$ cat src/hw/rtl/chc_ram.sv
// Generic RAM with one write port and two registered read ports.
`timescale 1ns / 1ps
module chc_ram #(
	parameter int WIDTH = 8,
	parameter int DEPTH = 64
) (
	input  logic                     clk,
	input  logic                     we,
	input  logic [$clog2(DEPTH)-1:0] waddr,
	input  logic [WIDTH-1:0]         wdata,
	input  logic [$clog2(DEPTH)-1:0] raddr_a,
	input  logic [$clog2(DEPTH)-1:0] raddr_b,
	output logic [WIDTH-1:0]         rdata_a,
	output logic [WIDTH-1:0]         rdata_b
);
	logic [WIDTH-1:0] mem_q [DEPTH];

	always_ff @(posedge clk) begin
		if (we) begin
			mem_q[waddr] <= wdata;
		end
		rdata_a <= mem_q[raddr_a];
		rdata_b <= mem_q[raddr_b];
	end
endmodule

$ cat config.mk
export PLATFORM = sky130hd
export DESIGN_NAME = chc_ram
export DESIGN_NICKNAME = d
export VERILOG_FILES = /design/src/hw/rtl/chc_ram.sv
export SDC_FILE = /design/constraint.sdc
export NUM_CORES = 1
export LEC_CHECK = 0
export ABC_AREA = 1
export BUFFER_PORTS_ARGS = -buffer_cell sky130_fd_sc_hd__buf_2
export CAP_MARGIN = 15
export CELL_PAD_IN_SITES_DETAIL_PLACEMENT = 1
export CELL_PAD_IN_SITES_GLOBAL_PLACEMENT = 1
export CORE_ASPECT_RATIO = 1.4
export CORE_MARGIN = 2
export CORE_UTILIZATION = 30
export DETAILED_ROUTE_END_ITERATION = 12
export PLACE_DENSITY_LB_ADDON = 0.3
export SLEW_MARGIN = 20
export SYNTH_ARGS = -nofsm -noshare
export SYNTH_HDL_FRONTEND = slang
export SYNTH_SLANG_ARGS = --single-unit
$ cat constraint.sdc
create_clock -name clk -period 2.3 [get_ports clk]
set_input_delay 0 -clock clk [delete_from_list [all_inputs] [get_ports clk]]
set_output_delay 0 -clock clk [all_outputs]
set_load 0.01 [all_outputs]
; After elaboration in Yosys (flattened, before gate mapping)
; Memories as Yosys holds them, arrays and structs flattened. A register that Yosys moved wholly into a read port is not among the register bits.
; Index checks and enable logic that the tools add are counted.
[op_classes]
multipliers = 0
n_shift = 0
addsub = 0
n_eq_ne = 0
reduce_logical = 0
div = 0
magnitude_cmp = 0
n_bitwise = 0
mux = 2
[op_table]
columns = operator, count
row1 = $mux 1, 2
[word_totals]
latch_bits = 0
elab_cells = 3
ram_bits = 512
rom_bits = 0
mem_count = 1
reg_bits = 0
output_inout_bits = 16
in_bits = 28
[mem_list]
columns = name, words, width, read_ports, rd_ports_with_merged_regs, wr, line_no
row1 = mem_q, 64, 8, 2, 2, 1, 16  ; logic [WIDTH-1:0] mem_q [DEPTH];

; Logic depth before layout (Yosys ltp)
[depth]
ltp_word = 2
depth_mapped = 12

; Worst setup path before layout
; OpenSTA, ideal clock, no wires.
[synth_timing]
path_kind = input to register
from = input port we
to = memory mem_q[48][0] (enable)
path_slack_ps = 534
arrival_time_ps = 1371
required_time_ps = 1905
path_buffers = 1
path_stages = 3
setup_time_ps = 395
path_cell_list = clkbuf_1 -> nand4_1 -> nor4_1
[synth_via]
elab_chain_len = 2
[synth_lines]
columns = item, line_no
row1 = start: declaration, 8  ; input logic we,
row2 = $mux 1, 19  ; if (we) begin
row3 = $mux 1 (implied by the code), 20  ; mem_q[waddr] <= wdata;
row4 = end: declaration, 16
; Every way passes these cells.

==> results <==
- The leftover overflow at the end of global routing is 0.
- Of the available clock period, the critical path in the final layout requires 81.3%.
- The required time at the endpoint of the critical path is 2.83 ns.
- Wires add up to 105000 µm.
- The maximum net fanout on the critical path is 2.
- The critical path goes through nand2_1, nand3_1, nand3_1, nand2_1, nand2_1, nand3_1, nand3_1, dlygate4sd3_1, nand2_1.
- Entering global routing, the biggest net connects 112 pins.
- The aggregate global-route resource usage is 22.7%.
- The final hold violation count is 0.
- In this run the biggest area consumer among cell types represents 57.4% of the synthesized area.
- The share of synthesized area occupied by flip-flops and latches is 58.6%.
- For the worst flop-to-flop path, the logic depth is 9.
- The count of cell types in the netlist is 17.
- The die area is 91700 µm².
- For this run, the detailed router's first-pass iteration total came to 5.
- The critical path's largest stage delay is 0.55 ns.
- Clock-pin slew was measured on the worst setup and hold paths at 0.07 ns.
- The kind of critical path is flop to flop.
- The destination of the worst hold path is mem_q[24][3]$_DFFE_PP_.
- The path class of the tightest hold or removal check is input pin to flop.
- The total half-perimeter wirelength after legalization and detailed placement is 67900 µm.
- The max capacitance violation total is 0.
- The end of the worst register-to-register path is rdata_a[1]$_DFF_P_.
- After detailed routing, the number of remaining DRC violations is 0.
- The H-tree was split into 2 levels.
- The launch instance of the worst min-delay path is wdata[3].
- The leading area contributor after synthesis is edfxtp_1.
- In the post-synthesis netlist, the cell with the most instances is nand2_1.
- By area the synthesized netlist is led by edfxtp_1 57%, nand2_1 18%, nand3_1 16%.
- TritonCTS built the clock tree.
- The worst-case vdd ir drop is 0.000514 V.
- The achievable clock frequency is 535 MHz.
- During placement, the flow inserted port buffers numbering 43.
- The layout-stage area growth over the synthesis result is 14.7%.
- The die is 257 µm wide.
- The worst path in the final design needs a cycle of 1.87 ns, including I/O delays and setup.
- The number of DRC violations after detailed-routing iteration 0 is 1452.
- The run finished with clean final reports.
- The root buffer cell chosen for the clock tree is clkbuf_16.
- The final net count is 3089.
- Including well taps, the total number of placed cells is 4173.
- STA puts the critical path data arrival time at 2.40 ns.
- STA classifies the critical path startpoint as a flop.
- The async set-reset flop share out of synthesis is 0%.
- The global-route wire length before repair is 154000 µm.
- The number of antenna repair diodes is 0.
- After synthesis, the most frequently instantiated cells are 1296 x nand2_1, 871 x nand3_1, 512 x edfxtp_1.
- Setup slack on the worst reg-to-reg path comes out at 0.43 ns.
- The worst hold path stage count is 1.
- The number of nets in the synthesized netlist is 3036.
- The number of instances in the synthesized netlist is 3008.
- The filler cells instantiated in the layout total 10.4k.
- Counting along the longest clock path gives a buffer depth of 3.
- The sort of element at the end of the critical path is a flop.
- The cell area that synthesis handed to floorplanning was 26800 µm².
- The core box area is 88400 µm².
- The post-detailed-route count of antenna-violating nets is 0.
- The fraction of layout cells with a size suffix above 1 is 9.74%.
- The final non-filler cell total is 4281.
- The number of sinks on the clock net is 528.
- Setup repair after global routing left no endpoint under its margin.
- Using the TritonRoute via totals, the vias-per-cell ratio works out to 5.25.
- Setup violations remaining at the end of the flow were counted as 0.
- The max-slew violation count is 0.
- At the pin with the least slew margin, the transition time is 1.03 ns.
- The initial antenna violation count was 1.
- After floorplanning, the core was divided into 129 placement rows.
- The final total negative setup slack is 0 ns.
- The via count of the first global-routing pass was 23.2k.
- The post-cts repair resize count is 0.
- The routed layout has 22.5k vias.
- The total clock buffers created by CTS is 53.
- Dividing the synthesized area by the synthesized cell count gives 8.90 µm².
- The worst pin sits at a relative slew slack of 31.2%.
- The synthesized design contains 528 register bits.
- The slowest cell on the critical path is dlygate4sd3_1.
- The total power divided by cell area is 712 nW/µm².
- The most used flip-flop cell after synthesis is edfxtp_1.
- The average routed wire per standard cell is 24.6 µm.
- The overall die height is 358 µm.
- Once the floorplan was initialized, standard cells occupied 30.3% of the core.
- The worst-case clock skew is 0.0192 ns.
- Pin placement for this block handled 44 I/O pins.
- The startpoint of the worst-slack reg-to-reg timing path is mem_q[35][1]$_DFFE_PP_.
- The Yosys warning count is 0.
- The total leakage power is 11.9 nW.
- The weighted congestion at the end of routability-driven global placement is 0.844.
- The synthesized design contains 512 enable-type register cells.
- For the worst-skew pair, the clock arrives at the later sink with an insertion delay of 0.64 ns.
worst max-delay path: cells and delay by family (launching register included):
family                 cells  cell delay [ns]
buffers and inverters      1             0.55
AND/OR/NAND/NOR            8             0.81
flip-flops                 1             0.41
report_power, final:
| part | internal [mW] | leakage [nW] | switching (mW) |
|---|---|---|---|
| sequential | 10.6 | 4.74 | 0.0840 |
| clock | 4.67 | 0.822 | 3.89 |
| combinational | 0.731 | 6.34 | 1.84 |
what timing repair did:
action,CTS,global route
hold endpoints to repair,241,0
setup buffers,0,0
hold buffers,12,0
layer usage:
layer	wire length [µm]	vias up	GRT usage, %	part of all wire [%]
met5	0	-	0	0
met4	4760	0	9.77	4.5
met3	4130	202	2.33	3.9
met2	54100	596	41.6	51
met1	42200	11311	26.9	40
li1	-	10378	-	-
worst max path at each step:
stage / start / to / cells past startpoint
after floorplan: we / mem_q[48][0]$_DFFE_PP_ / 3
after global routing: mem_q[55][1]$_DFFE_PP_ / rdata_a[1]$_DFF_P_ / 9
after detailed placement: raddr_b[0] / rdata_b[4]$_DFF_P_ / 12
final: mem_q[35][1]$_DFFE_PP_ / rdata_a[1]$_DFF_P_ / 9
after global placement: raddr_b[0] / rdata_b[4]$_DFF_P_ / 12
after CTS: mem_q[55][1]$_DFFE_PP_ / rdata_a[1]$_DFF_P_ / 9
layout by cell type, fill, tap and decap left out:
cell and instances:
nand4_1 9, buf_2 37, nand2_1 1296, nand3_1 871, buf_12 48, nor4_2 8
edfxtp_1 512, clkbuf_1 6, clkinv_4 1, bufinv_16 3, dfxtp_1 16, inv_6 3
clkinvlp_4 2, buf_4 119, inv_1 12, nor2_1 56, buf_6 2, buf_8 2
clkinv_1 10, inv_2 2, clkbuf_16 55, dlygate4sd3_1 12, inv_8 2, clkinv_2 18
stage by stage:
| stage | instance area, µm² | utilization, % | total power, mW | hold WS, ns | worst slack (ns) |
|---|---|---|---|---|---|
| after global routing | 30700 | 34.7 | 22.5 | 0.0416 | 0.310 |
| after floorplan | 26800 | - | 12.3 | 0.0989 | 0.534 |
| after CTS | 30700 | 34.7 | 22.0 | 0.00218 | 0.425 |
| final | 30700 | 34.7 | 21.9 | 0.00130 | 0.430 |
| after global placement | 28900 | 32.7 | 13.5 | 0.381 | 0.370 |
| after detailed placement | 28900 | 32.7 | 13.5 | 0.406 | 0.359 |
sequential cells by signal, indices dropped and copies added, names as in the netlist:
name / count
mem_q: 512
rdata_b: 8
rdata_a: 8
area by class of cell:
class | instances | area (µm²) | share of cell area, %
Inverter | 18 | 92.6 | 0.301
Clock buffer | 61 | 1400 | 4.55
Clock inverter | 35 | 250 | 0.815
Sequential cell | 528 | 15700 | 51.1
Timing Repair Buffer | 220 | 2210 | 7.20
Multi-Input combinational cell | 2240 | 9590 | 31.2
Tap cell | 1179 | 1480 | 4.80
cells by family after synthesis:
group                  count (synthesis)  share of synthesized area [%]
buffers and inverters                240                           5.78
flip-flops                           528                           58.6
AND/OR/NAND/NOR                     2240                           35.6
Note: power is estimated with default switching activity, not from simulation.
