==> src/hw/rtl/chc_pkg.sv <==
// Shared types, constants and the log2 fraction function of the hit clusterer.
`timescale 1ns / 1ps
package chc_pkg;

	localparam int FRAC_BITS = 12;
	localparam int LOG_W = 17;
	localparam int SUM_W = 40;
	localparam int SW_W = 23;
	localparam logic signed [17:0] LN2_Q12 = 18'sd2839;
	localparam logic REG_LOG_WEIGHT_REF = 1'b0;

	typedef struct packed {
		logic [5:0] row;
		logic [5:0] col;
		logic signed [24:0] energy;
		logic [15:0] stamp;
		logic signed [15:0] x;
		logic signed [15:0] y;
	} hit_t;

	typedef struct packed {
		logic done;
		logic [LOG_W-1:0] value;
	} log_res_t;

	typedef struct packed {
		logic done;
		logic signed [15:0] quotient;
	} div_res_t;

	// Fraction of log2(1 + k/2^bits) in Q12, by repeated squaring of a Q30 mantissa.
	function automatic logic [12:0] log_frac(input int unsigned k, input int unsigned bits);
		logic [63:0] m;
		logic [15:0] f;
		m = (64'd1 << 30) + (64'(k) << (30 - bits));
		f = '0;
		for (int b = 0; b < 16; b++) begin
			m = (m * m) >> 30;
			f = {f[14:0], 1'b0};
			if (m >= (64'd2 << 30)) begin
				m = m >> 1;
				f[0] = 1'b1;
			end
		end
		log_frac = 13'((17'(f) + 17'd8) >> 4);
	endfunction

endpackage

==> src/hw/rtl/chc_div.sv <==
// Restoring divider, one quotient bit per cycle, truncating toward zero.
`timescale 1ns / 1ps
module chc_div (
	input  logic                             clk,
	input  logic                             arst_n,
	input  logic                             start,
	input  logic signed [chc_pkg::SUM_W-1:0] dividend,
	input  logic [chc_pkg::SW_W-1:0]         divisor,
	output chc_pkg::div_res_t                res
);
	import chc_pkg::*;

	localparam logic [5:0] LAST_STEP = 6'(SUM_W - 1);

	logic [SUM_W-1:0] acc_q;
	logic [SW_W-1:0] rem_q;
	logic [5:0] cnt_q;
	logic busy_q;
	logic done_q;
	logic neg_q;
	logic [SW_W:0] rem_sh;
	logic [SW_W:0] rem_sub;
	logic ge;

	always_comb begin
		rem_sh = {rem_q, acc_q[SUM_W-1]};
		rem_sub = rem_sh - {1'b0, divisor};
		ge = rem_sh >= {1'b0, divisor};
	end

	always_ff @(posedge clk or negedge arst_n) begin
		if (!arst_n) begin
			acc_q <= '0;
			rem_q <= '0;
			cnt_q <= '0;
			busy_q <= 1'b0;
			done_q <= 1'b0;
			neg_q <= 1'b0;
		end else begin
			done_q <= 1'b0;
			if (start) begin
				neg_q <= dividend[SUM_W-1];
				acc_q <= dividend[SUM_W-1] ? -dividend : dividend;
				rem_q <= '0;
				cnt_q <= '0;
				busy_q <= 1'b1;
			end else if (busy_q) begin
				rem_q <= ge ? rem_sub[SW_W-1:0] : rem_sh[SW_W-1:0];
				acc_q <= {acc_q[SUM_W-2:0], ge};
				cnt_q <= cnt_q + 6'd1;
				if (cnt_q == LAST_STEP) begin
					busy_q <= 1'b0;
					done_q <= 1'b1;
				end
			end
		end
	end

	assign res.done = done_q;
	assign res.quotient = neg_q ? -acc_q[15:0] : acc_q[15:0];
endmodule

==> config.mk <==
export PLATFORM = sky130hd
export DESIGN_NAME = chc_div
export DESIGN_NICKNAME = d
export VERILOG_FILES = /design/src/hw/rtl/chc_pkg.sv /design/src/hw/rtl/chc_div.sv
export SDC_FILE = /design/constraint.sdc
export NUM_CORES = 1
export LEC_CHECK = 0
export BUFFER_PORTS_ARGS = -buffer_cell sky130_fd_sc_hd__buf_2
export CAP_MARGIN = 20
export CORE_ASPECT_RATIO = 1.5
export CORE_MARGIN = 8
export CORE_UTILIZATION = 50
export CTS_BUF_LIST = sky130_fd_sc_hd__clkbuf_8
export CTS_CLUSTER_SIZE = 16
export DETAILED_ROUTE_END_ITERATION = 10
export GPL_TIMING_DRIVEN = 0
export PLACE_DENSITY = 0.75
export SLEW_MARGIN = 20
export SYNTH_ARGS = -nofsm -noshare
export SYNTH_HDL_FRONTEND = slang
export SYNTH_SLANG_ARGS = --single-unit
==> constraint.sdc <==
create_clock -name clk -period 2.9 [get_ports clk]
set_clock_uncertainty 0.15 [all_clocks]
set_input_delay 0.29 -clock clk [delete_from_list [all_inputs] [get_ports clk]]
set_output_delay 0.29 -clock clk [all_outputs]
set_load 0.01 [all_outputs]
== Yosys cells after proc, flatten, opt, wreduce, memory -nomap -nowiden ==
Index checks and enable logic that the tools add are counted.
W data, S select, Z words.

* Register bits after elaboration: 72
* Bits in latches: 0
* RAM bits: 0
* Memory bits (read-only): 0
* Input port bits: 66
* Output and inout port bits: 17
* Word-level logic and storage cells: 28
* Memories kept: 0

* Add/subtract/negate cells: 4
* Multiply operators: 0
* Div/mod/pow operators: 0
* Order comparisons: 1
* Eq/ne operators: 1
* Shift operators: 0
* Mux-type cells: 15
* Bitwise logic cells: 0
* Reduce and logical (&&, ||, !) cells: 1

{| class="wikitable"
|+ Operator list
! operator !! number
|-
| $mux W40 || 3
|-
| $mux W23 || 3
|-
| $neg A40 Y40 || 1
|-
| $ge A24 B23 Y1 || 1
|-
| $sub A23 B23 Y23 || 1
|-
| $mux W16 || 1
|-
| $neg A16 Y16 || 1
|-
| $mux W6 || 2
|-
| $add A6 B1 Y6 const B || 1
|-
| $eq A6 B6 Y1 const B || 1
|-
| $mux W1 || 6
|-
| $reduce_bool A2 Y1 || 1
|}

== Longest topological paths before layout ==
* Depth in word-level cells: 4
* Mapped depth: 12

== Least setup slack after synthesis ==
No wires, ideal clock.

* Path kind: reg-to-reg
* From: register acc_q[39]
* To: register rem_q[10]
* Arrival: 2756 ps
* Data required time: 2617 ps
* Setup slack: -139 ps
* Stages on the path, launching flop included: 13
* Path buffers: 1
* Period minus slack after synthesis: 3039 ps
* Cells stage by stage: dfrtp_1 > inv_1 > ha_1 > inv_1 > fa_1 > a211o_1 > a221oi_4 > a2111oi_2 > a211o_4 > o21a_1 > buf_6 > o41ai_1 > a21oi_1

* Word-level cells in the longest chain between the ends: 4
* Elaborated cells on any way between the ends: 5

{| class="wikitable"
|+ RTL lines
! what !! RTL line !! source
|-
| start, declared || chc_div.sv:15 || <nowiki>logic [SUM_W-1:0] acc_q;</nowiki>
|-
| start signal, assigned || chc_div.sv:43 || <nowiki>acc_q <= dividend[SUM_W-1] ? -dividend : dividend;</nowiki>
|-
| start signal, assigned || chc_div.sv:49 || <nowiki>acc_q <= {acc_q[SUM_W-2:0], ge};</nowiki>
|-
| $sub A23 B23 Y23 / $ge A24 B23 Y1 (equally long branches) || chc_div.sv:27, chc_div.sv:28 ||
|-
| $mux W23 (*) || chc_div.sv:48 || <nowiki>rem_q <= ge ? rem_sub[SW_W-1:0] : rem_sh[SW_W-1:0];</nowiki>
|-
| $mux W23 (*) || chc_div.sv:47 || <nowiki>end else if (busy_q) begin</nowiki>
|-
| $mux W23 (*) || chc_div.sv:41 || <nowiki>if (start) begin</nowiki>
|-
| end signal, assigned || chc_div.sv:48 ||
|-
| end, declared || chc_div.sv:16 || <nowiki>logic [SW_W-1:0] rem_q;</nowiki>
|}

Every way passes the cells marked *; elsewhere a longest branch is shown, timed or not. The select of a mux whose other input is x is not followed.
A chain may end at the register's enable or synchronous reset.

== Worst setup path after layout ==
* From: register acc_q[39]
* To: register rem_q[15]

The elaborated chain is that of the path after synthesis.

==> summary.txt <==
Worst setup path
  – Worst Path Max Fanout: 5
  – Setup crit end kind: flip-flop
  – Crit path buf inv count: 4
  – R2R Setup Slk: -0.31 ns
  – WP data arrival: 3.37 ns
  – Critical-path top delay cell: dfrtp_1
  – Critical Path Max Stage Delay: 0.40 ns
  – Worst r2r src: acc_q[39]
  – RR Endpoint: rem_q[15]
  – CP Cell Sequence: inv_2 -> ha_4 -> inv_2 -> fa_2 -> a211o_1 -> a221oi_4 -> a2111oi_4 -> a211o_4 -> o21a_4 -> buf_12 -> buf_16 -> o32ai_2 -> a21o_1
  – Setup CP Type: reg -> reg
  – CP most frequent cell: inv_2
  – Setup crit start kind: flip-flop
  – WP data required: 3.06 ns
  – FF-to-FF path depth: 13
  – CP delay by family, top: compound AO/OA/AOI/OAI gates

Drt
  – DR iter-0 viols: 286
  – DR pass1 iterations: 5
  – Wire length per cell: 18.22 um
  – Drc violations: 0
  – Via count: 6133
  – Antenna Nets Post-Route: 0
  – Vias per std cell: 6.066
  – Detailed Route WL: 18.42 mm

Timing
  – Fin. max-slew vios: 0
  – Final min period: 3.208 ns
  – Final Hold Fails: 0
  – RSZ-0062 raised after global routing: yes
  – Worst hold slack: 0.07482 ns
  – Slew @ Worst Pin: 0.7886 ns
  – Fmax: 311.7 MHz
  – Relative slew slack: 0.4742
  – Final WS setup: -0.3085 ns
  – Fin crit share: 1.106
  – Endpoints failing setup: 27

Global route
  – First-pass GRT wire length: 30.22 mm
  – Total global-route track usage: 0.2303
  – Largest net degree at the start of global routing: 48
  – Congestion Overflow GR: 0
  – Antenna violations before repair: 0
  – Vias in the first global route: 6301

Die
  – Num ports: 83
  – Row count: 49
  – Core area: 0.01196 mm2
  – Initial Utilization: 0.5105
  – Die width: 106.2 um
  – Die ar.: 0.01607 mm2
  – Die height: 151.3 um

Power and ir drop
  – Leak pwr: 3.282 nW
  – Pwr dens: 347.9 mW/mm2
  – VDD IR max: 0.2900 mV

Synth
  – Synth Flop Type: dfrtp_1
  – Share of the synthesized area in the top cell type: 0.2952
  – Dominant cells by area after synthesis: dfrtp_1, xnor2_1, ha_1
  – Synth cell types: 68
  – Most frequent cells after synthesis: dfrtp_1, nand2_1, o21ai_0, nor2_1, xnor2_1
  – FFs w/ async S/R, synth: 1.000
  – Syn_area_per_cell: 8.248 um2
  – Post-synthesis sequential area ratio: 0.2952
  – Leading area contributor after synthesis: dfrtp_1
  – Syn. warnings: 0
  – FF+latch count, synth: 72
  – Cells after Synth: 740
  – Post-Syn Nets: 833
  – Leading cell type by number of instances after synthesis: dfrtp_1
  – Post-synth EDFFs: 0
  – Cell Area, Synth: 0.006103 mm2

Final layout
  – # nets final: 948
  – Share of cells above drive strength 1: 0.2075
  – Area Overhead vs Synth: 20.93%
  – N_diodes: 0
  – Fillers: 1077

Placed design
  – Routability-driven placement congestion ratio: 0.8652
  – Port Buf Inserts: 81
  – Pre-CTS WS: -0.3957 ns
  – Hpwl dp: 13.63 mm

Clock tree
  – CTS tree: built
  – Worst-path clk slew: 0.08 ns
  – CTS Buf Count: 9
  – Worst skew pair latency: 0.36 ns
  – CTS HTree Levels: 3
  – Root Driver: clkbuf_8
  – Max Root-Sink Buffers: 2
  – TritonCTS Sinks: 72

Status
  – Failing checks: negative setup slack
  – Status: finished with violations

Flow run
  – Max-cap violations: 0

Worst hold path
  – Min-Delay Path Class: in -> reg
  – Min-Delay Path Depth: 3
  – Worst Hold End: acc_q[0]
  – Hold Crit Start: dividend[0]
==> flip-flops by register name, indices dropped and copies added (netlist names) <==
register / flops
acc_q: 40
rem_q: 23
cnt_q: 6
busy_q: 1
done_q: 1
neg_q: 1
==> where the power goes <==
group          switching [W]  leakage (nW)  internal [W]
Clock               0.000383        0.0921      0.000382
Combinational       0.000356          2.28      0.000291
Sequential         0.0000770         0.906       0.00108
Total               0.000815          3.28       0.00175
==> how the worst max path moves through the flow <==
stage | to | cells past startpoint | slack (ns) | startpoint
after CTS | rem_q[4] | 12 | -0.24 | acc_q[39]
after global placement | rem_q[20] | 11 | -0.40 | acc_q[39]
after global routing | rem_q[15] | 13 | -0.38 | acc_q[39]
after floorplan | rem_q[3] | 12 | -0.03 | acc_q[39]
final | rem_q[15] | 13 | -0.31 | acc_q[39]
after detailed placement | rem_q[4] | 12 | -0.40 | acc_q[39]
==> kinds of logic (layout without fill, tap and decap cells) <==
group | after synthesis | after routing | synth area share
muxes | 29 | 29 | 0.04797
and+or+nand+nor | 239 | 239 | 0.1945
DFF | 72 | 72 | 0.2952
adders and majority gates | 27 | 27 | 0.05658
buffers and inverters | 83 | 201 | 0.05699
xor gates and xnor gates | 71 | 71 | 0.1019
AOI/OAI and AO/OA | 219 | 219 | 0.2468
==> placed cells by master, fill, tap and decap left out, types with 9 or more instances in the layout <==
master	netlist	layout
buf_4	3	21
o21ai_0	63	53
xnor2_1	44	44
o41ai_1	12	11
dfrtp_1	72	70
nand2b_1	9	9
clkbuf_8	0	9
nor3_1	17	16
o21ai_1	2	9
buf_2	1	81
a211oi_1	21	19
a311oi_1	15	10
ha_1	26	25
clkbuf_1	36	36
nor2b_1	17	17
xor2_1	27	27
a21oi_1	38	38
nand2_1	63	63
mux2i_1	27	27
nand3_1	30	23
nor2_1	57	55
inv_1	31	30
o31ai_1	20	18
==> repair_timing <==
action	CTS	global route
hold endpoints to repair	25	0
gates resized for setup	42	21
setup endpoints to repair	27	27
gates cloned	3	0
buffers inserted	15	3
hold buffers	1	0
pin swaps	17	9
==> worst reg2reg max path: cells and delay by family (launching register included) <==
family          cells  cell delay, ns
compound gates      7            1.79
fa+ha+maj           2            0.47
flops               1            0.40
buf+inv             4            0.36
==> stage by stage <==
stage	area (um2)	TNS [ns]	utilization	instances	total power (W)
floorplan	6113	-0.2956	-	740	0.001535
global placement	6710	-7.643	0.5613	974	0.001761
detailed placement	6740	-7.591	0.5638	975	0.001778
CTS	7241	-4.644	0.6057	1008	0.002566
global route	7381	-7.941	0.6174	1011	0.002702
finish	7381	-5.276	0.6174	1011	0.002568
==> layout make-up <==
| cell class | count | area [um2] | area share |
|---|---|---|---|
| sequential | 72 | 1804 | 0.2444 |
| buffer | 52 | 237.7 | 0.03221 |
| tap | 153 | 191.4 | 0.02594 |
| inverter | 31 | 116.4 | 0.01577 |
| clock inverter | 5 | 51.30 | 0.006950 |
| timing repair buffer | 104 | 640.6 | 0.08679 |
| multi-input combinational | 585 | 4215 | 0.5711 |
| clock buffer | 9 | 123.9 | 0.01678 |
==> per-layer routing <==
metal | global-route usage | share of wire
met5 | 0 | 0
met1 | 0.2372 | 0.38
met3 | 0.05239 | 0.057
met4 | 0.1060 | 0.029
met2 | 0.4306 | 0.53
No activity file was read; power rests on OpenSTA's default activity.
