## src/hw/rtl/chc_pkg.sv

```systemverilog
// Shared types, constants and the log2 fraction function of the hit clusterer.
`timescale 1ns / 1ps
package chc_pkg;

	localparam int FRAC_BITS = 12;
	localparam int LOG_W = 17;
	localparam int SUM_W = 40;
	localparam int SW_W = 23;
	localparam logic signed [17:0] LN2_Q12 = 18'sd2839;
	localparam logic REG_LOG_WEIGHT_REF = 1'b0;

	typedef struct packed {
		logic [5:0] row;
		logic [5:0] col;
		logic signed [24:0] energy;
		logic [15:0] stamp;
		logic signed [15:0] x;
		logic signed [15:0] y;
	} hit_t;

	typedef struct packed {
		logic done;
		logic [LOG_W-1:0] value;
	} log_res_t;

	typedef struct packed {
		logic done;
		logic signed [15:0] quotient;
	} div_res_t;

	// Fraction of log2(1 + k/2^bits) in Q12, by repeated squaring of a Q30 mantissa.
	function automatic logic [12:0] log_frac(input int unsigned k, input int unsigned bits);
		logic [63:0] m;
		logic [15:0] f;
		m = (64'd1 << 30) + (64'(k) << (30 - bits));
		f = '0;
		for (int b = 0; b < 16; b++) begin
			m = (m * m) >> 30;
			f = {f[14:0], 1'b0};
			if (m >= (64'd2 << 30)) begin
				m = m >> 1;
				f[0] = 1'b1;
			end
		end
		log_frac = 13'((17'(f) + 17'd8) >> 4);
	endfunction

endpackage

```

## src/hw/rtl/chc_log2.sv

```systemverilog
// Iterative log2 unit: normalizes one bit per cycle, then reads the fraction table.
`timescale 1ns / 1ps
module chc_log2 #(
	parameter int LOG_TABLE_BITS = 6
) (
	input  logic              clk,
	input  logic              arst_n,
	input  logic              start,
	input  logic [31:0]       value,
	output chc_pkg::log_res_t res
);
	import chc_pkg::*;

	localparam int TAB_SIZE = 1 << LOG_TABLE_BITS;

	logic [12:0] frac_tab [TAB_SIZE];
	logic [31:0] v_q;
	logic [4:0] p_q;
	logic busy_q;
	logic done_q;
	logic [LOG_W-1:0] res_q;

	for (genvar g = 0; g < TAB_SIZE; g++) begin : g_tab
		assign frac_tab[g] = log_frac(g, LOG_TABLE_BITS);
	end

	always_ff @(posedge clk or negedge arst_n) begin
		if (!arst_n) begin
			v_q <= '0;
			p_q <= '0;
			busy_q <= 1'b0;
			done_q <= 1'b0;
			res_q <= '0;
		end else begin
			done_q <= 1'b0;
			if (start) begin
				v_q <= value;
				p_q <= 5'd31;
				busy_q <= 1'b1;
			end else if (busy_q) begin
				if (v_q[31]) begin
					res_q <= {p_q, 12'b0} + LOG_W'(frac_tab[v_q[30 -: LOG_TABLE_BITS]]);
					done_q <= 1'b1;
					busy_q <= 1'b0;
				end else begin
					v_q <= {v_q[30:0], 1'b0};
					p_q <= p_q - 5'd1;
				end
			end
		end
	end

	assign res.done = done_q;
	assign res.value = res_q;
endmodule

```

## config.mk

```make
export PLATFORM = sky130hd
export DESIGN_NAME = chc_log2
export DESIGN_NICKNAME = d
export VERILOG_FILES = /design/src/hw/rtl/chc_pkg.sv /design/src/hw/rtl/chc_log2.sv
export SDC_FILE = /design/constraint.sdc
export NUM_CORES = 1
export LEC_CHECK = 0
export ABC_AREA = 1
export ABC_CLOCK_PERIOD_IN_PS = 3850
export BUFFER_PORTS_ARGS = -buffer_cell sky130_fd_sc_hd__buf_4
export CORE_ASPECT_RATIO = 1.1
export CORE_MARGIN = 8
export CORE_UTILIZATION = 55
export DETAILED_ROUTE_END_ITERATION = 8
export PLACE_DENSITY = 0.78
export SYNTH_ARGS = -nofsm -noshare
export SYNTH_HDL_FRONTEND = slang
export SYNTH_SLANG_ARGS = --single-unit
```

## constraint.sdc

```tcl
create_clock -name clk -period 3.85 [get_ports clk]
set_input_delay 0.1925 -clock clk [delete_from_list [all_inputs] [get_ports clk]]
set_output_delay 0.1925 -clock clk [all_outputs]
set_load 0.03 [all_outputs]
```

# Word level (Yosys, flattened, before mapping)
# Memory sizes are Yosys's and may differ from the RTL's.
# Cells that the tools add are included.
[word_totals]
input_bits = 35
register_bits = 56
rom_bits = 832
n_memories = 1
[mem_list]
columns = ["memory", "words", "word_bits", "read_ports", "rd_clocked_by_memory_dff", "wr", "line_no", "source"]
rows = [
  ["(name not given)", 64, 13, 1, 0, 0, "chc_log2.sv:42", "res_q <= {p_q, 12'b0} + LOG_W'(frac_tab[v_q[30 -: LOG_TABLE_BITS]]);"],
]
[classes]
mux = 14
reduce_logical = 3
n_lt_le_gt_ge = 1
eq_ne = 1
addsub = 2
n_bitwise = 2
[ops]
columns = ["op", "count"]
rows = [
  ["32-bit 2-to-1 mux", 3],
  ["13-bit 2-to-1 mux", 2],
  ["17-bit by 13-bit adder with 17-bit output", 1],
  ["5-bit 2-to-1 mux", 3],
  ["7-bit greater-or-equal comparator, second input constant", 1],
  ["6-bit NOT with 7-bit output", 1],
  ["1-bit 2-to-1 mux", 6],
  ["5-bit by 1-bit subtractor with 5-bit output, second input constant", 1],
  ["3-bit AND reduction", 1],
  ["2-bit != test, second input constant", 1],
  ["2-bit AND reduction", 1],
  ["2-bit nonzero test", 1],
  ["1-bit NOT", 1],
]

# Logic depth before layout (Yosys ltp)
# Gate-level depths: netlist (run 1).
[depth]
ltp_word = 5
mapped_depth = 11
mapped_depth_nobuf = 11

# Least setup slack after synthesis (run 1)
# No wires, ideal clock.
[synth_timing]
path_kind = "flip-flop to flip-flop"
from = "register v_q[26]"
to = "register res_q[6]"
setup_slack_ns = 2.215
stages_incl_launch_ff = 10
arrival_ns = 1.517
period_less_slack_ns = 1.635
path_buffers = 0
required_time_ns = 3.731
cell_sequence = "dfrtp_1 inv_1 ha_1 inv_1 nand2_1 nand2_1 a21oi_1 nand3_1 nand3_1 nand2_1"
[synth_between]
elab_chain_cells = 5
[synth_rtl]
columns = ["item", "line_no", "source"]
rows = [
  ["start, declared", "chc_log2.sv:17", "logic [31:0] v_q;"],
  ["start signal, assigned", "chc_log2.sv:37", "v_q <= value;"],
  ["start signal, assigned", "chc_log2.sv:46", "v_q <= {v_q[30:0], 1'b0};"],
  ["6-bit NOT with 7-bit output (implied by the code)", "chc_log2.sv:42", ""],
  ["memory read 64 x 13 bit", "-", ""],
  ["13-bit 2-to-1 mux (implied by the code) (2 in series)", "chc_log2.sv:42", ""],
  ["17-bit by 13-bit adder with 17-bit output", "chc_log2.sv:42", ""],
  ["end signal, assigned", "chc_log2.sv:42", ""],
  ["end, declared", "chc_log2.sv:21", "logic [LOG_W-1:0] res_q;"],
]
# Every way passes these cells. The select of a mux whose other input is x is not followed.
# A chain may end at the register's enable or synchronous reset.

# Final worst setup path (run 1)
[layout_timing]
from = "register v_q[27]"
to = "register res_q[3]"
# The elaborated chain is that of the path after synthesis.

==> qor.txt, run 1 <==
num rows = 30
grt ovf = 0
Async S/R FF share, synth = 100%
layout net count = 546
# diodes = 0
final worst path period need = 2.26 ns
Critical Path AT = 2.46 ns
period utilisation layout = 58.6%
routability cong. = 0.944
Netlist cell types = 30
clock power share = 18.8%
most frequent cell after synthesis = nand2_1
crit path max fanout = 30
Fin. Hold Viols = 0
top post-synthesis cells by count = nand2_1 (161), nand3_1 (66), dfrtp_1 (56)
Gate power share = 36.9%
max cap viols = 0
CTS tree = built
port bufs = 52
top cells by area, synth = dfrtp_1 (41%), nand2_1 (18%), nand3_1 (9.6%)
initial core utilization = 56.1%
clock tree sinks = 56
Resized cells post-CTS = 0
switching share of power = 41.0%
Slew Limit Fails = 0
post-synth net total = 512
Reg clk slew, reported paths = 0.11 ns
number of I/O pins = 53
initial antenna violation count = 0
crit end category = register
Avg WL per Cell = 16.3 um
post-route ant nets = 0
layout cell share with drive strength beyond 1 = 15.7%
drt via density = 5.67
Required @ worst endpoint = 4.05 ns
Root Buffer = clkbuf_8
Die Y = 98.9 um
die width = 91.3 um
Mapped Area = 0.00343 mm2
Synth Instances = 467
vias in the first global route = 3307
largest area contributor in the netlist = dfrtp_1
first-pass GRT wire length = 16200 um
Main synth FF type = dfrtp_1
worst skew pair latency = 0.32 ns
Int Power = 0.00105 W
Hold Crit Class = in -> reg
largest net degree at the start of global routing = 57
drt total wl = 9490 um
Startpoint Class = register
post-synthesis sequential area ratio = 40.8%
WS Path Type = reg -> reg
filler instances = 582
synthesis-stage register bit count = 56
Mean Syn Cell Area = 7.35 um2
drt pass-1 iters = 4
die area = 0.00903 mm2
RSZ-0062 raised after global routing = no
worst hold margin = 0.0885 ns
core box area = 0.00612 mm2
Reg power frac = 44.4%
CTS buffer count = 5
Worst-Margin Slew = 1.01 ns
Setup Skew = 0.00825 ns
Fmax = 443 MHz
Initial DRC Count = 402
CTS Buffer Depth = 2
number of synthesized flops with an enable pin = 0
Max rail drop VDD = 0.000276 V
post-synth top area share = 40.8%
CTS H-tree lvls = 2
status = completed
Ys Warns = 0
R2R setup slack = 1.59 ns
Switch Pwr = 0.000728 W
DPL Wire Length = 6670 um
Lkg Pwr = 1.87 nW
synth-to-layout area growth = 11.9%
DRC viols = 0
vias = 3298
GRT Total Usage = 21.7%
TNS Setup = 0 ns
Slew HR = 32.4%
power per cell area = 463 mW/mm2
final setup violation count = 0
-- logic make-up after synthesis --
family / share of synthesized area, %
buf+inv: 8.31
simple gates: 32.6
flops: 40.8
fa+ha+maj: 3.65
compound gates: 14.7
-- area by class of cell --
cell class	instances	area [um2]	area share (%)
clock buffer	6	72.6	1.89
clock inverter	2	13.8	0.358
inverter	26	100	2.61
multi-input combinational	358	1750	45.4
sequential	56	1400	36.5
tap	80	100	2.61
timing repair buffer	54	408	10.6
-- cells in the final DEF, fill, tap and decap left out, drive strengths merged --
cell type    synthesis  routed
a22oi               19      19
o211ai               2       2
o22ai                1       1
ha                  10      10
a21boi               2       2
a31oi                2       2
dlygate4sd3          0       1
nand3               67      67
clkbuf               7       6
o21ai               44      44
nor2                27      27
a22o                 1       1
clkinv               1       2
nand4                3       3
nand2              163     163
buf                 20      53
nor3                 2       2
dfrtp               56      56
inv                 25      26
a21oi               15      15
-- worst paths after layout --
path | startpoint | to | depth (start not counted)
max | v_q[27] | res_q[3] | 7
min | value[7] | v_q[7] | 3
max reg2reg | v_q[27] | res_q[3] | 7
min reg2reg | p_q[3] | p_q[3] | 1
max in group asynchronous | arst_n | v_q[19] | 2
min in group asynchronous | arst_n | res_q[10] | 2
-- per-stage QoR --
| step | instance area [um2] | cells | setup WS, ns | utilization, % | power, W |
|---|---|---|---|---|---|
| finish | 3840 | 582 | 1.59 | 62.8 | 0.00178 |
| global route | 3840 | 582 | 1.44 | 62.8 | 0.00189 |
| CTS | 3840 | 582 | 1.67 | 62.8 | 0.00179 |
| detailed placement | 3740 | 573 | 1.69 | 61.2 | 0.00145 |
| global placement | 3740 | 573 | 1.72 | 61.2 | 0.00145 |
| floorplan | 3430 | 467 | 2.21 | - | 0.00123 |
-- power by group through the flow --
stage	logic (W)	registers (W)	clock network, W
2_1_floorplan	0.000368	0.000865	0
3_3_place_gp	0.000656	0.000796	0
3_5_place_dp	0.000654	0.000798	0
4_1_cts	0.000657	0.000788	0.000342
5_1_grt	0.000731	0.000805	0.000359
6_report	0.000656	0.000789	0.000334
-- registers in the layout (all words and copies together), names as in the netlist --
| name | count |
|---|---|
| busy_q | 1 |
| done_q | 1 |
| v_q | 32 |
| p_q | 5 |
| res_q | 17 |
-- worst max-delay path: stages (launching register included) --
cell and delay, ns:
dfrtp_1 1.03, inv_2 0.33, nand2_1 0.20, nand2_1 0.10
nand2_1 0.09, a21oi_1 0.09, o21ai_0 0.22, nand3_1 0.09
-- what timing repair did --
action                    4_1_cts  5_1_grt
buffers inserted                0        0
hold buffers                    1        0
hold endpoints to repair       56        0
-- metal layers --
| metal | GRT usage (%) | share of wire [%] | vias up |
|---|---|---|---|
| met2 | 34.3 | 46 | 118 |
| li1 | - | - | 1621 |
| met4 | 7.06 | 2.3 | 0 |
| met3 | 4.94 | 6.4 | 17 |
| met1 | 28.5 | 45 | 1542 |
| met5 | 0 | 0 | - |
(Power assumes the default switching activity.)
==> run 2: changes to the inputs <==
Settings changed: ABC_CLOCK_PERIOD_IN_PS 3850 to 2000, CORE_UTILIZATION 55 to 52, PLACE_DENSITY 0.78 to 0.77.
Clock period 3.85 ns to 2 ns, I/O delays scaled along.
==> run 2 against run 1 <==
  * Clock-buffer cell count down 1
  * Largest power group unchanged
  * Design area up 4.4%
  * Clock skew down 0.0047 ns
  * Critical path depth up 2
  * Core utilization down 0.87 points
  * Global-route usage about the same
  * Setup slack worse by 1.3 ns
  * Combinational power up 110%
  * Clock power up 140%
  * Die area up 4.8%
  * Critical path type unchanged
  * Sequential cell count unchanged
==> qor.txt, run 2 (synthesized netlist as in run 1, its figures left out) <==
status = completed
initial core utilization = 53.0%
die area = 0.00946 mm2
max cap viols = 0
synth-to-layout area growth = 16.8%
final worst path period need = 1.74 ns
period utilisation layout = 87.2%
routability cong. = 0.969
DRC viols = 0
hold path start = value[15]
Startpoint Class = register
clock tree sinks = 56
CTS buffer count = 5
core box area = 0.00648 mm2
WS Path Type = reg -> reg
worst skew pair latency = 0.31 ns
CTS H-tree lvls = 2
leading registers by flop count = v_q (32), res_q (17), p_q (5)
# diodes = 0
filler instances = 601
Avg WL per Cell = 16.2 um
Post-DP Area = 0.00381 mm2
commonest non-fill, non-tap cells in the layout = nand2_1 (161), nand3_1 (66), buf_4 (62)
register area = 0.00140 mm2
post-route ant nets = 0
grt ovf = 0
final setup violation count = 0
crit path max fanout = 8
Biggest register = v_q
CTS tree = built
DPL Wire Length = 6970 um
port bufs = 52
GRT Total Usage = 21.7%
Fmax = 573 MHz
crit end category = register
Slew Limit Fails = 0
commonest non-fill, non-tap cell in the layout = nand2_1
setup repair bufs after CTS = 0
Fin. Hold Viols = 0
initial antenna violation count = 0
first-pass GRT wire length = 16800 um
multi-input logic area = 0.00175 mm2
layout cell share with drive strength beyond 1 = 17.2%
Slew HR = 53.0%
Root Buffer = clkbuf_8
TNS Setup = 0 ns
Required @ worst endpoint = 2.21 ns
Worst-Margin Slew = 0.706 ns
layout net count = 562
largest net degree at the start of global routing = 57
num rows = 31
Largest register FFs = 32
Final Cell Area = 0.00401 mm2
Max rail drop VDD = 0.000511 V
power per cell area = 901 mW/mm2
Die Y = 101 um
drt pass-1 iters = 5
Worst Setup SP = v_q[26]
Initial DRC Count = 264
vias = 3392
die width = 93.5 um
drt via density = 5.65
RR Startpoint = v_q[26]
Hold Crit Class = in -> reg
drt total wl = 9740 um
Lkg Pwr = 1.96 nW
Reg clk slew, reported paths = 0.11 ns
Setup Skew = 0.00354 ns
Critical Path AT = 1.95 ns
CTS Buffer Depth = 2
vias in the first global route = 3511
RSZ-0062 raised after global routing = no
number of I/O pins = 53
[run 2: final cells by class]
type | instances | area share (%)
clock buffers | 5 | 1.72
clock inverters | 3 | 1.15
inverters | 26 | 2.50
multi-input cells | 358 | 43.5
flip-flops and latches | 56 | 34.9
well taps | 82 | 2.56
repair buffers | 70 | 13.6
[run 2: report_power, final]
part | internal (W) | switching [W] | total [W] | leakage (nW)
registers | 0.00132 | 0.000135 | 0.00146 | 0.675
logic | 0.000481 | 0.000885 | 0.00137 | 1.23
clock network | 0.000381 | 0.000408 | 0.000789 | 0.0600
[run 2: repair_timing]
item,4_1_cts,5_1_grt
gates resized for setup,0,0
hold buffers,8,0
endpoints found under the hold margin,63,0
[run 2: metal layers]
layer	part of all wire [%]	GRT usage, %
met1	44	27.5
met2	46	33.8
met3	6.2	5.19
met4	4.4	10.4
met5	0	0
[run 2: worst paths after layout]
check	endpoint	slack, ns	cells past startpoint
worst min-delay path	v_q[15]	0.01	3
worst max-delay path	res_q[6]	0.26	9
worst max register to register	res_q[6]	0.26	9
max in group asynchronous	v_q[21]	1.17	2
worst min register to register	p_q[3]	0.49	1
min in group asynchronous	res_q[7]	0.35	2
[run 2: critical path, cell delays in order (launching register included)]
cell	delay, ns
dfrtp_1	0.36
inv_1	0.13
ha_1	0.44
inv_1	0.08
nand2_1	0.15
nand2_1	0.08
a21oi_1	0.14
nand3_1	0.09
nand3_1	0.10
nand2_1	0.06
[run 2: per-stage QoR]
stage | utilization, % | setup WS (ns) | std cells | total power (W) | hold WS (ns)
global placement | 58.9 | 0.342 | 584 | 0.00282 | 0.197
CTS | 61.9 | 0.266 | 600 | 0.00363 | 0.0110
detailed placement | 58.9 | 0.289 | 584 | 0.00283 | 0.202
floorplan | - | 0.365 | 467 | 0.00237 | -0.196
global route | 61.9 | 0.0733 | 600 | 0.00385 | 0.0132
finish | 61.9 | 0.256 | 600 | 0.00361 | 0.0110
